`config.mk`:
```
export PLATFORM = sky130hd
export DESIGN_NAME = integer_to_radix_ascii
export DESIGN_NICKNAME = d
export VERILOG_FILES = /design/src/rtl/itra_pkg.sv /design/src/rtl/integer_to_radix_ascii.sv /design/src/rtl/itra_dp.sv /design/src/rtl/itra_ctrl.sv
export SDC_FILE = /design/constraint.sdc
export NUM_CORES = 1
export LEC_CHECK = 0
export ABC_AREA = 1
export BUFFER_PORTS_ARGS = -buffer_cell sky130_fd_sc_hd__buf_2
export CAP_MARGIN = 20
export CORE_MARGIN = 2
export CORE_UTILIZATION = 49
export DETAILED_ROUTE_END_ITERATION = 10
export PLACE_DENSITY = 0.67
export SLEW_MARGIN = 20
export SYNTH_ARGS = -nofsm -noshare
export SYNTH_HDL_FRONTEND = slang
export SYNTH_SLANG_ARGS = --single-unit
```
`constraint.sdc`:
```
create_clock -name clk_i -period 14.7 [get_ports clk_i]
set_input_delay 2.205 -clock clk_i [delete_from_list [all_inputs] [get_ports clk_i]]
set_output_delay 2.205 -clock clk_i [all_outputs]
set_load 0.02 [all_outputs]
```
`src/rtl/itra_pkg.sv`:
```
// Shared types, constants and helpers for the integer to radix ASCII converter.
`default_nettype none

package itra_pkg;

  localparam int unsigned DIGIT_BUFFER_DEPTH_DEF = 32;
  localparam int unsigned MAX_CHARS              = 32;

  // long division of the 32-bit magnitude, several quotient bits per cycle
  localparam int unsigned DIV_BITS           = 32;
  localparam int unsigned DIV_BITS_PER_CYCLE = 8;
  localparam int unsigned DIV_CYCLES         = DIV_BITS / DIV_BITS_PER_CYCLE;

  localparam int unsigned CFG_W     = 5;
  localparam int unsigned CFG_IDX_W = 1;

  localparam logic [CFG_IDX_W-1:0] CFG_RADIX = 1'd0;
  localparam logic [CFG_IDX_W-1:0] CFG_UPPER = 1'd1;

  localparam logic [4:0] RADIX_RESET = 5'd10;
  localparam logic [4:0] RADIX_MIN   = 5'd2;
  localparam logic [4:0] RADIX_MAX   = 5'd16;

  localparam logic [7:0] CH_ZERO    = 8'h30;
  localparam logic [7:0] CH_X       = 8'h78;
  localparam logic [7:0] CH_MINUS   = 8'h2d;
  localparam logic [7:0] CH_LOWER_A = 8'h61;
  localparam logic [7:0] CH_UPPER_A = 8'h41;

  typedef enum logic [1:0] {
    OP_SIGNED   = 2'd0,
    OP_UNSIGNED = 2'd1,
    OP_POINTER  = 2'd2,
    OP_UNUSED   = 2'd3
  } op_e;

  typedef struct packed {
    logic [1:0]  op;
    logic [63:0] value;
  } in_t;

  typedef struct packed {
    logic [7:0] char_out;
    logic       last;
  } out_t;

  typedef enum logic [2:0] {
    CMD_NONE,
    CMD_LOAD,
    CMD_CONV,
    CMD_SETUP,
    CMD_EMIT_SIGN,
    CMD_EMIT_X,
    CMD_EMIT_DIGIT
  } cmd_e;

  typedef struct packed {
    logic conv_done;
    logic is_ptr;
    logic is_neg;
    logic last_digit;
  } stat_t;

  function automatic logic [7:0] digit_ascii(input logic [3:0] d, input logic upper);
    logic [7:0] res;
    if (d < 4'd10) begin
      res = CH_ZERO + {4'b0, d};
    end else begin
      res = (upper ? CH_UPPER_A : CH_LOWER_A) + {4'b0, d} - 8'd10;
    end
    return res;
  endfunction

endpackage

`default_nettype wire

```
`src/rtl/integer_to_radix_ascii.sv`:
```
// Top level of the integer to radix ASCII converter.
// Takes one number per item and returns its ASCII characters, most significant
// first, one character per output item, with last set on the final one. Op 0
// prints the low 32 bits as signed, op 1 as unsigned, both in the configured
// radix (2..16, values outside clamp) with A-F when upper_case is set; op 2
// prints "0x" and 64-bit lowercase hex; op 3 is taken and gives nothing.
// Per item: a load, then digit extraction, a setup step, then one character
// per cycle while the output is taken. In radix modes each digit comes from a
// 32-bit long division of the magnitude by the radix, 8 quotient bits per
// cycle. In pointer mode the hex digits are shifted out of the low four bits,
// with no division. The output register lets the next item load while the
// last character still waits.
// No clearing pass after reset.
`default_nettype none

module integer_to_radix_ascii #(
  parameter int unsigned DIGIT_BUFFER_DEPTH = itra_pkg::DIGIT_BUFFER_DEPTH_DEF
) (
  input  logic                           clk_i,
  input  logic                           rst_ni,
  input  logic                           cfg_we_i,
  input  logic [itra_pkg::CFG_IDX_W-1:0] cfg_idx_i,
  input  logic [itra_pkg::CFG_W-1:0]     cfg_data_i,
  input  logic                           in_valid_i,
  output logic                           in_ready_o,
  input  itra_pkg::in_t                  in_i,
  output logic                           out_valid_o,
  input  logic                           out_ready_i,
  output itra_pkg::out_t                 out_o
);
  import itra_pkg::*;

  cmd_e  cmd;
  stat_t stat;

  itra_ctrl u_ctrl (
    .clk_i       (clk_i),
    .rst_ni      (rst_ni),
    .in_valid_i  (in_valid_i),
    .in_op_i     (in_i.op),
    .in_ready_o  (in_ready_o),
    .out_valid_o (out_valid_o),
    .out_ready_i (out_ready_i),
    .stat_i      (stat),
    .cmd_o       (cmd)
  );

  itra_dp #(
    .DIGIT_BUFFER_DEPTH (DIGIT_BUFFER_DEPTH)
  ) u_dp (
    .clk_i      (clk_i),
    .rst_ni     (rst_ni),
    .cfg_we_i   (cfg_we_i),
    .cfg_idx_i  (cfg_idx_i),
    .cfg_data_i (cfg_data_i),
    .in_i       (in_i),
    .cmd_i      (cmd),
    .stat_o     (stat),
    .out_o      (out_o)
  );

endmodule

`default_nettype wire

```
`src/rtl/itra_dp.sv`:
```
// Datapath: config registers, digit extraction, digit buffer and output register.
`default_nettype none

module itra_dp #(
  parameter int unsigned DIGIT_BUFFER_DEPTH = itra_pkg::DIGIT_BUFFER_DEPTH_DEF
) (
  input  logic                           clk_i,
  input  logic                           rst_ni,
  input  logic                           cfg_we_i,
  input  logic [itra_pkg::CFG_IDX_W-1:0] cfg_idx_i,
  input  logic [itra_pkg::CFG_W-1:0]     cfg_data_i,
  input  itra_pkg::in_t                  in_i,
  input  itra_pkg::cmd_e                 cmd_i,
  output itra_pkg::stat_t                stat_o,
  output itra_pkg::out_t                 out_o
);
  import itra_pkg::*;

  localparam int unsigned AW  = $clog2(DIGIT_BUFFER_DEPTH);
  localparam int unsigned CW  = $clog2(DIGIT_BUFFER_DEPTH + 1);
  localparam int unsigned SW  = $clog2(DIV_CYCLES);
  localparam int unsigned ECW = $clog2(MAX_CHARS + 1);

  logic [4:0]    radix_q, radix_d;
  logic          upper_q, upper_d;
  logic [SW-1:0] step_q, step_d;
  logic [CW-1:0] wr_cnt_q, wr_cnt_d;
  logic [ECW-1:0] emit_cnt_q, emit_cnt_d;
  logic [63:0]   mag_q, mag_d;
  logic [3:0]    rem_q, rem_d;
  logic          ptr_q, ptr_d;
  logic          neg_q, neg_d;
  logic [AW-1:0] rd_ptr_q, rd_ptr_d;
  logic [3:0]    rd_data_q;
  out_t          out_q, out_d;

  logic [3:0]    mem [DIGIT_BUFFER_DEPTH];

  logic [4:0]    eff_radix;
  logic [3:0]    div_rem;
  logic [31:0]   div_quo;
  logic [3:0]    dig;
  logic [63:0]   mag_nx;
  logic          dig_wr;
  logic          mem_we;
  logic          step_last;
  logic          buf_full;

  always_comb begin
    if (radix_q < RADIX_MIN) begin
      eff_radix = RADIX_MIN;
    end else if (radix_q > RADIX_MAX) begin
      eff_radix = RADIX_MAX;
    end else begin
      eff_radix = radix_q;
    end
  end

  // restoring division, DIV_BITS_PER_CYCLE quotient bits per cycle
  always_comb begin
    logic [4:0]  r;
    logic [31:0] m;
    r = {1'b0, rem_q};
    m = mag_q[31:0];
    for (int i = 0; i < DIV_BITS_PER_CYCLE; i++) begin
      r = {r[3:0], m[31]};
      m = {m[30:0], 1'b0};
      if (r >= eff_radix) begin
        r    = r - eff_radix;
        m[0] = 1'b1;
      end
    end
    div_rem = r[3:0];
    div_quo = m;
  end

  assign step_last = (step_q == SW'(DIV_CYCLES - 1));
  assign buf_full  = (wr_cnt_q == CW'(DIGIT_BUFFER_DEPTH - 1));

  always_comb begin
    if (ptr_q) begin
      dig    = mag_q[3:0];
      mag_nx = {4'b0, mag_q[63:4]};
      dig_wr = 1'b1;
    end else begin
      dig    = div_rem;
      mag_nx = {32'b0, div_quo};
      dig_wr = step_last;
    end
  end

  assign mem_we = (cmd_i == CMD_CONV) && dig_wr;

  assign stat_o.conv_done  = mem_we && ((mag_nx == 64'd0) || buf_full);
  assign stat_o.is_ptr     = ptr_q;
  assign stat_o.is_neg     = neg_q;
  assign stat_o.last_digit = (emit_cnt_q == ECW'(1));

  always_comb begin
    logic [1:0] pfx;
    logic [7:0] total;
    radix_d    = radix_q;
    upper_d    = upper_q;
    step_d     = step_q;
    wr_cnt_d   = wr_cnt_q;
    emit_cnt_d = emit_cnt_q;
    mag_d      = mag_q;
    rem_d      = rem_q;
    ptr_d      = ptr_q;
    neg_d      = neg_q;
    rd_ptr_d   = rd_ptr_q;
    out_d      = out_q;
    pfx        = ptr_q ? 2'd2 : (neg_q ? 2'd1 : 2'd0);
    total      = 8'(wr_cnt_q) + {6'b0, pfx};

    if (cfg_we_i) begin
      case (cfg_idx_i)
        CFG_RADIX: radix_d = cfg_data_i;
        CFG_UPPER: upper_d = cfg_data_i[0];
        default: ;
      endcase
    end

    case (cmd_i)
      CMD_LOAD: begin
        ptr_d    = (in_i.op == OP_POINTER);
        neg_d    = (in_i.op == OP_SIGNED) && in_i.value[31];
        if (in_i.op == OP_POINTER) begin
          mag_d = in_i.value;
        end else if ((in_i.op == OP_SIGNED) && in_i.value[31]) begin
          mag_d = {32'b0, 32'd0 - in_i.value[31:0]};
        end else begin
          mag_d = {32'b0, in_i.value[31:0]};
        end
        rem_d    = 4'd0;
        step_d   = '0;
        wr_cnt_d = '0;
      end
      CMD_CONV: begin
        mag_d = mag_nx;
        if (dig_wr) begin
          rem_d    = 4'd0;
          step_d   = '0;
          wr_cnt_d = wr_cnt_q + CW'(1);
        end else begin
          rem_d  = div_rem;
          step_d = step_q + SW'(1);
        end
      end
      CMD_SETUP: begin
        rd_ptr_d = AW'(wr_cnt_q - CW'(1));
        if (total > 8'(MAX_CHARS)) begin
          emit_cnt_d = ECW'(8'(MAX_CHARS) - {6'b0, pfx});
        end else begin
          emit_cnt_d = ECW'(wr_cnt_q);
        end
      end
      CMD_EMIT_SIGN: begin
        out_d.char_out = ptr_q ? CH_ZERO : CH_MINUS;
        out_d.last     = 1'b0;
      end
      CMD_EMIT_X: begin
        out_d.char_out = CH_X;
        out_d.last     = 1'b0;
      end
      CMD_EMIT_DIGIT: begin
        out_d.char_out = digit_ascii(rd_data_q, upper_q && !ptr_q);
        out_d.last     = (emit_cnt_q == ECW'(1));
        rd_ptr_d       = rd_ptr_q - AW'(1);
        emit_cnt_d     = emit_cnt_q - ECW'(1);
      end
      default: ;
    endcase
  end

  always_ff @(posedge clk_i or negedge rst_ni) begin
    if (!rst_ni) begin
      radix_q    <= RADIX_RESET;
      upper_q    <= 1'b0;
      step_q     <= '0;
      wr_cnt_q   <= '0;
      emit_cnt_q <= '0;
    end else begin
      radix_q    <= radix_d;
      upper_q    <= upper_d;
      step_q     <= step_d;
      wr_cnt_q   <= wr_cnt_d;
      emit_cnt_q <= emit_cnt_d;
    end
  end

  always_ff @(posedge clk_i) begin
    mag_q    <= mag_d;
    rem_q    <= rem_d;
    ptr_q    <= ptr_d;
    neg_q    <= neg_d;
    rd_ptr_q <= rd_ptr_d;
    out_q    <= out_d;
  end

  // digit buffer, least significant digit at the lowest address
  always_ff @(posedge clk_i) begin
    if (mem_we) begin
      mem[wr_cnt_q[AW-1:0]] <= dig;
    end
    rd_data_q <= mem[rd_ptr_d];
  end

  assign out_o = out_q;

endmodule

`default_nettype wire

```
`src/rtl/itra_ctrl.sv`:
```
// Controller: sequences load, digit extraction and character output.
`default_nettype none

module itra_ctrl (
  input  logic            clk_i,
  input  logic            rst_ni,
  input  logic            in_valid_i,
  input  logic [1:0]      in_op_i,
  output logic            in_ready_o,
  output logic            out_valid_o,
  input  logic            out_ready_i,
  input  itra_pkg::stat_t stat_i,
  output itra_pkg::cmd_e  cmd_o
);
  import itra_pkg::*;

  typedef enum logic [2:0] {
    S_IDLE,
    S_CONV,
    S_SETUP,
    S_SIGN,
    S_XCHAR,
    S_DIGIT
  } state_e;

  state_e state_q, state_d;
  logic   out_valid_q, out_valid_d;
  logic   emit_ok;
  logic   emit;

  assign emit_ok = !out_valid_q || out_ready_i;

  always_comb begin
    state_d = state_q;
    cmd_o   = CMD_NONE;
    emit    = 1'b0;
    case (state_q)
      S_IDLE: begin
        if (in_valid_i && (in_op_i != OP_UNUSED)) begin
          cmd_o   = CMD_LOAD;
          state_d = S_CONV;
        end
      end
      S_CONV: begin
        cmd_o = CMD_CONV;
        if (stat_i.conv_done) begin
          state_d = S_SETUP;
        end
      end
      S_SETUP: begin
        cmd_o   = CMD_SETUP;
        state_d = (stat_i.is_ptr || stat_i.is_neg) ? S_SIGN : S_DIGIT;
      end
      S_SIGN: begin
        if (emit_ok) begin
          cmd_o   = CMD_EMIT_SIGN;
          emit    = 1'b1;
          state_d = stat_i.is_ptr ? S_XCHAR : S_DIGIT;
        end
      end
      S_XCHAR: begin
        if (emit_ok) begin
          cmd_o   = CMD_EMIT_X;
          emit    = 1'b1;
          state_d = S_DIGIT;
        end
      end
      S_DIGIT: begin
        if (emit_ok) begin
          cmd_o = CMD_EMIT_DIGIT;
          emit  = 1'b1;
          if (stat_i.last_digit) begin
            state_d = S_IDLE;
          end
        end
      end
      default: state_d = S_IDLE;
    endcase

    if (emit) begin
      out_valid_d = 1'b1;
    end else if (out_ready_i) begin
      out_valid_d = 1'b0;
    end else begin
      out_valid_d = out_valid_q;
    end
  end

  always_ff @(posedge clk_i or negedge rst_ni) begin
    if (!rst_ni) begin
      state_q     <= S_IDLE;
      out_valid_q <= 1'b0;
    end else begin
      state_q     <= state_d;
      out_valid_q <= out_valid_d;
    end
  end

  assign in_ready_o  = (state_q == S_IDLE);
  assign out_valid_o = out_valid_q;

endmodule

`default_nettype wire

```
==> impl_metrics.ini <==
[run_status]
outcome = completed

[global_route]
grt_use_total = 0.226
antenna_found_initial = 0
grt_pass1_wl_um = 56000
grt_overflow_total = 0
grt_pass1_vias = 11323
grt_max_degree = 78

[detailed_routing]
vias_per_cell = 5.21
first_iter_violations = 911
avgRoutedWirePerCell_um = 15.3
totalWireLength_um = 34000
drt-pass1-iter-count = 5
drc = 0
dr_total_vias = 11572
ant_nets = 0

[setup_path]
crit_path_end_kind = register
rr_endpoint = u_dp.mem[31][1]$_DFFE_PP_
cpPeakStageDelay_ns = 0.77
cpMostUsedCell = nand2_1
start_kind = register
r2r-start = u_dp.radix_q[4]$_DFFE_PN0P_
critPathSlowestCell = o21ai_4
critPathMaxFanout = 32
critPathArrivalTime_ns = 12.56
cp_data_required_time_ns = 14.90
reg2reg_depth = 54
reg2reg_slack_ns = 2.34
worstSetupPathType = reg2reg

[clock_tree]
hold_buffers = 0
h-tree-depth = 1
cts_setup_buffers = 0
insertion_delay_ns = 0.55
numCtsBuffers = 25
path_clk_slew_ns = 0.06
cts_resized = 0
cts_num_sinks = 239
cts_tree = built
root_buffer = clkbuf_16
clockBufferDepth = 3

[flow_run]
maxCapViolations = 0

[floorplanning]
num_io_pins = 88
core_mm2 = 0.0287
initial_utilization = 0.498
std_cell_rows = 62
dieWidth_um = 175
fp.dieH_um = 175
die_area_mm2 = 0.0306

[logic_synthesis]
synthAdderAreaFrac = 0.0581
yosysWarningCount = 0
netlist_instances = 1758
syn_nets = 1896
synthesis.area_mm2 = 0.0143
synthXorXnorAreaFrac = 0.0190
async_reset_ff_frac = 0.100
yosysSeqAreaShare = 0.487
muxShareOfSynthArea = 0.00603
synth_cell_types = 49
synth_top_family_by_area = simple AND/OR/NAND/NOR gates
yosys.area_share.simple = 0.261
synth_edf_count = 206
ys.flop_type = edfxtp_1
ys_seq_elements = 239
synth-compound-area-share = 0.0757
avgSynthCellArea_um2 = 8.14

[hold_path]
min-delay-start = u_dp.step_q[0]$_DFFE_PN0P_
hold_depth = 1
min_to = u_dp.step_q[0]$_DFFE_PN0P_
hp-class = reg2reg

[sta]
maxSlewHeadroom = 0.348
finalWorstSetupSlack_ns = 2.34
finalCritPeriodShare = 0.841
setup_violations = 0
rsz0062_at_grt = no
fmax_mhz = 80.9
drv_slew = 0
hold_violations = 0
fin_worst_skew_ns = 0.0241
fin_tns_setup_ns = 0
min_period_ns = 12.36
worst_pin_slew_ns = 0.977

[placement]
post-place-ws_ns = 2.09
place_hpwl_um = 23900
place_congestion = 0.908
io_buffer_count = 86

[finish]
area_growth_pct = 10.9
drive_gt1_frac = 0.0958
nets = 1959
antennaDiodeCount = 0
kinds of logic after synthesis:
kind of cell | Yosys count
multiplexers | 8
AND/OR/NAND/NOR | 892
buffers and inverters | 328
other | 1
XOR/XNOR | 31
AO/OA/AOI/OAI | 198
flip-flops | 239
adder cells (fa/ha/maj) | 61
registers in the layout, indices dropped and copies added (netlist names):
signal / count
u_dp.mem: 128
u_dp.mag_q: 64
u_dp.out_o: 8
u_dp.emit_cnt_q: 6
u_dp.wr_cnt_q: 6
u_dp.radix_q: 5
u_dp.rd_ptr_q: 5
u_dp.rd_data_q: 4
u_dp.rem_q: 4
u_ctrl.state_q: 3
u_dp.step_q: 2
u_ctrl.out_valid_o: 1
u_dp.neg_q: 1
u_dp.ptr_q: 1
u_dp.upper_q: 1
cells in the mapped netlist (all sizes together) (14+ instances only):
cell type / n / area (um^2)
a21oi: 29 / 145
a31oi: 14 / 87.6
buf: 38 / 230
clkbuf: 22 / 83.8
dfrtp: 22 / 551
edfxtp: 206 / 6190
ha: 52 / 651
inv: 268 / 1010
nand2: 502 / 1910
nand3: 197 / 991
nor2: 154 / 608
nor3: 16 / 80.1
o21ai: 129 / 653
xor2: 22 / 193
worst max-delay path: cells and delay by family, from the launching register on:
| family | cells | cell delay [ns] |
|---|---|---|
| AND/OR/NAND/NOR | 22 | 3.77 |
| flip-flops | 1 | 0.38 |
| AO/OA/AOI/OAI | 15 | 3.63 |
| multiplexers | 3 | 0.88 |
| buffers and inverters | 6 | 0.62 |
| adder cells (fa/ha/maj) | 8 | 2.74 |
layout by cell type (no fill, tap or decap), drive strengths merged, types with 3 or more instances in the layout:
master | synthesis | layout
a21o | 9 | 9
a21oi | 29 | 29
a31oi | 14 | 14
buf | 38 | 96
bufinv | 0 | 3
clkbuf | 22 | 36
clkinv | 0 | 3
dfrtp | 22 | 22
dfxtp | 9 | 9
edfxtp | 206 | 206
fa | 9 | 9
ha | 52 | 52
inv | 268 | 269
mux2 | 5 | 5
mux2i | 3 | 3
nand2 | 502 | 502
nand3 | 197 | 197
nand3b | 4 | 4
nand4 | 9 | 9
nor2 | 154 | 154
nor3 | 16 | 16
o211ai | 5 | 5
o21ai | 129 | 129
o31ai | 4 | 4
or2 | 6 | 6
xnor2 | 9 | 9
xor2 | 22 | 22
layout make-up:
class	count	area [um^2]
clock buffers	36	697
clock inverters	8	133
fillers	2660	12800
inverters	268	1010
multi-input cells	1191	6060
flip-flops and latches	239	6970
well taps	384	480
repair buffers	96	518
layer usage:
metal	track usage	part of all wire	wire length, um
met5	0	0	0
met3	0.0283	0.051	1740
met4	0.0667	0.024	828
met2	0.387	0.48	16300
met1	0.302	0.45	15200
worst max path at each step:
stage / start / to / depth (start not counted)
after floorplan: u_dp.radix_q[1]$_DFFE_PN1P_ / u_dp.mem[0][0]$_DFFE_PP_ / 56
after global placement: u_dp.radix_q[4]$_DFFE_PN0P_ / u_dp.mem[9][0]$_DFFE_PP_ / 55
after detailed placement: u_dp.radix_q[4]$_DFFE_PN0P_ / u_dp.mem[11][0]$_DFFE_PP_ / 54
after CTS: u_dp.radix_q[4]$_DFFE_PN0P_ / u_dp.mem[17][0]$_DFFE_PP_ / 55
after global routing: u_dp.radix_q[4]$_DFFE_PN0P_ / u_dp.mem[19][0]$_DFFE_PP_ / 56
final: u_dp.radix_q[4]$_DFFE_PN0P_ / u_dp.mem[31][1]$_DFFE_PP_ / 54
per-stage QoR:
step / hold slack [ns] / util / area [um^2] / std cells
6_report: 0.499 / 0.553 / 15900 / 2222
3_3_place_gp: 0.481 / 0.523 / 15000 / 2177
2_1_floorplan: 0.463 / - / 14300 / 1758
5_1_grt: 0.528 / 0.553 / 15900 / 2222
4_1_cts: 0.499 / 0.552 / 15900 / 2222
3_5_place_dp: 0.487 / 0.523 / 15000 / 2178
Power is not shown: default switching activity piles up to over one toggle a cycle in this logic, so the estimate is an artifact.
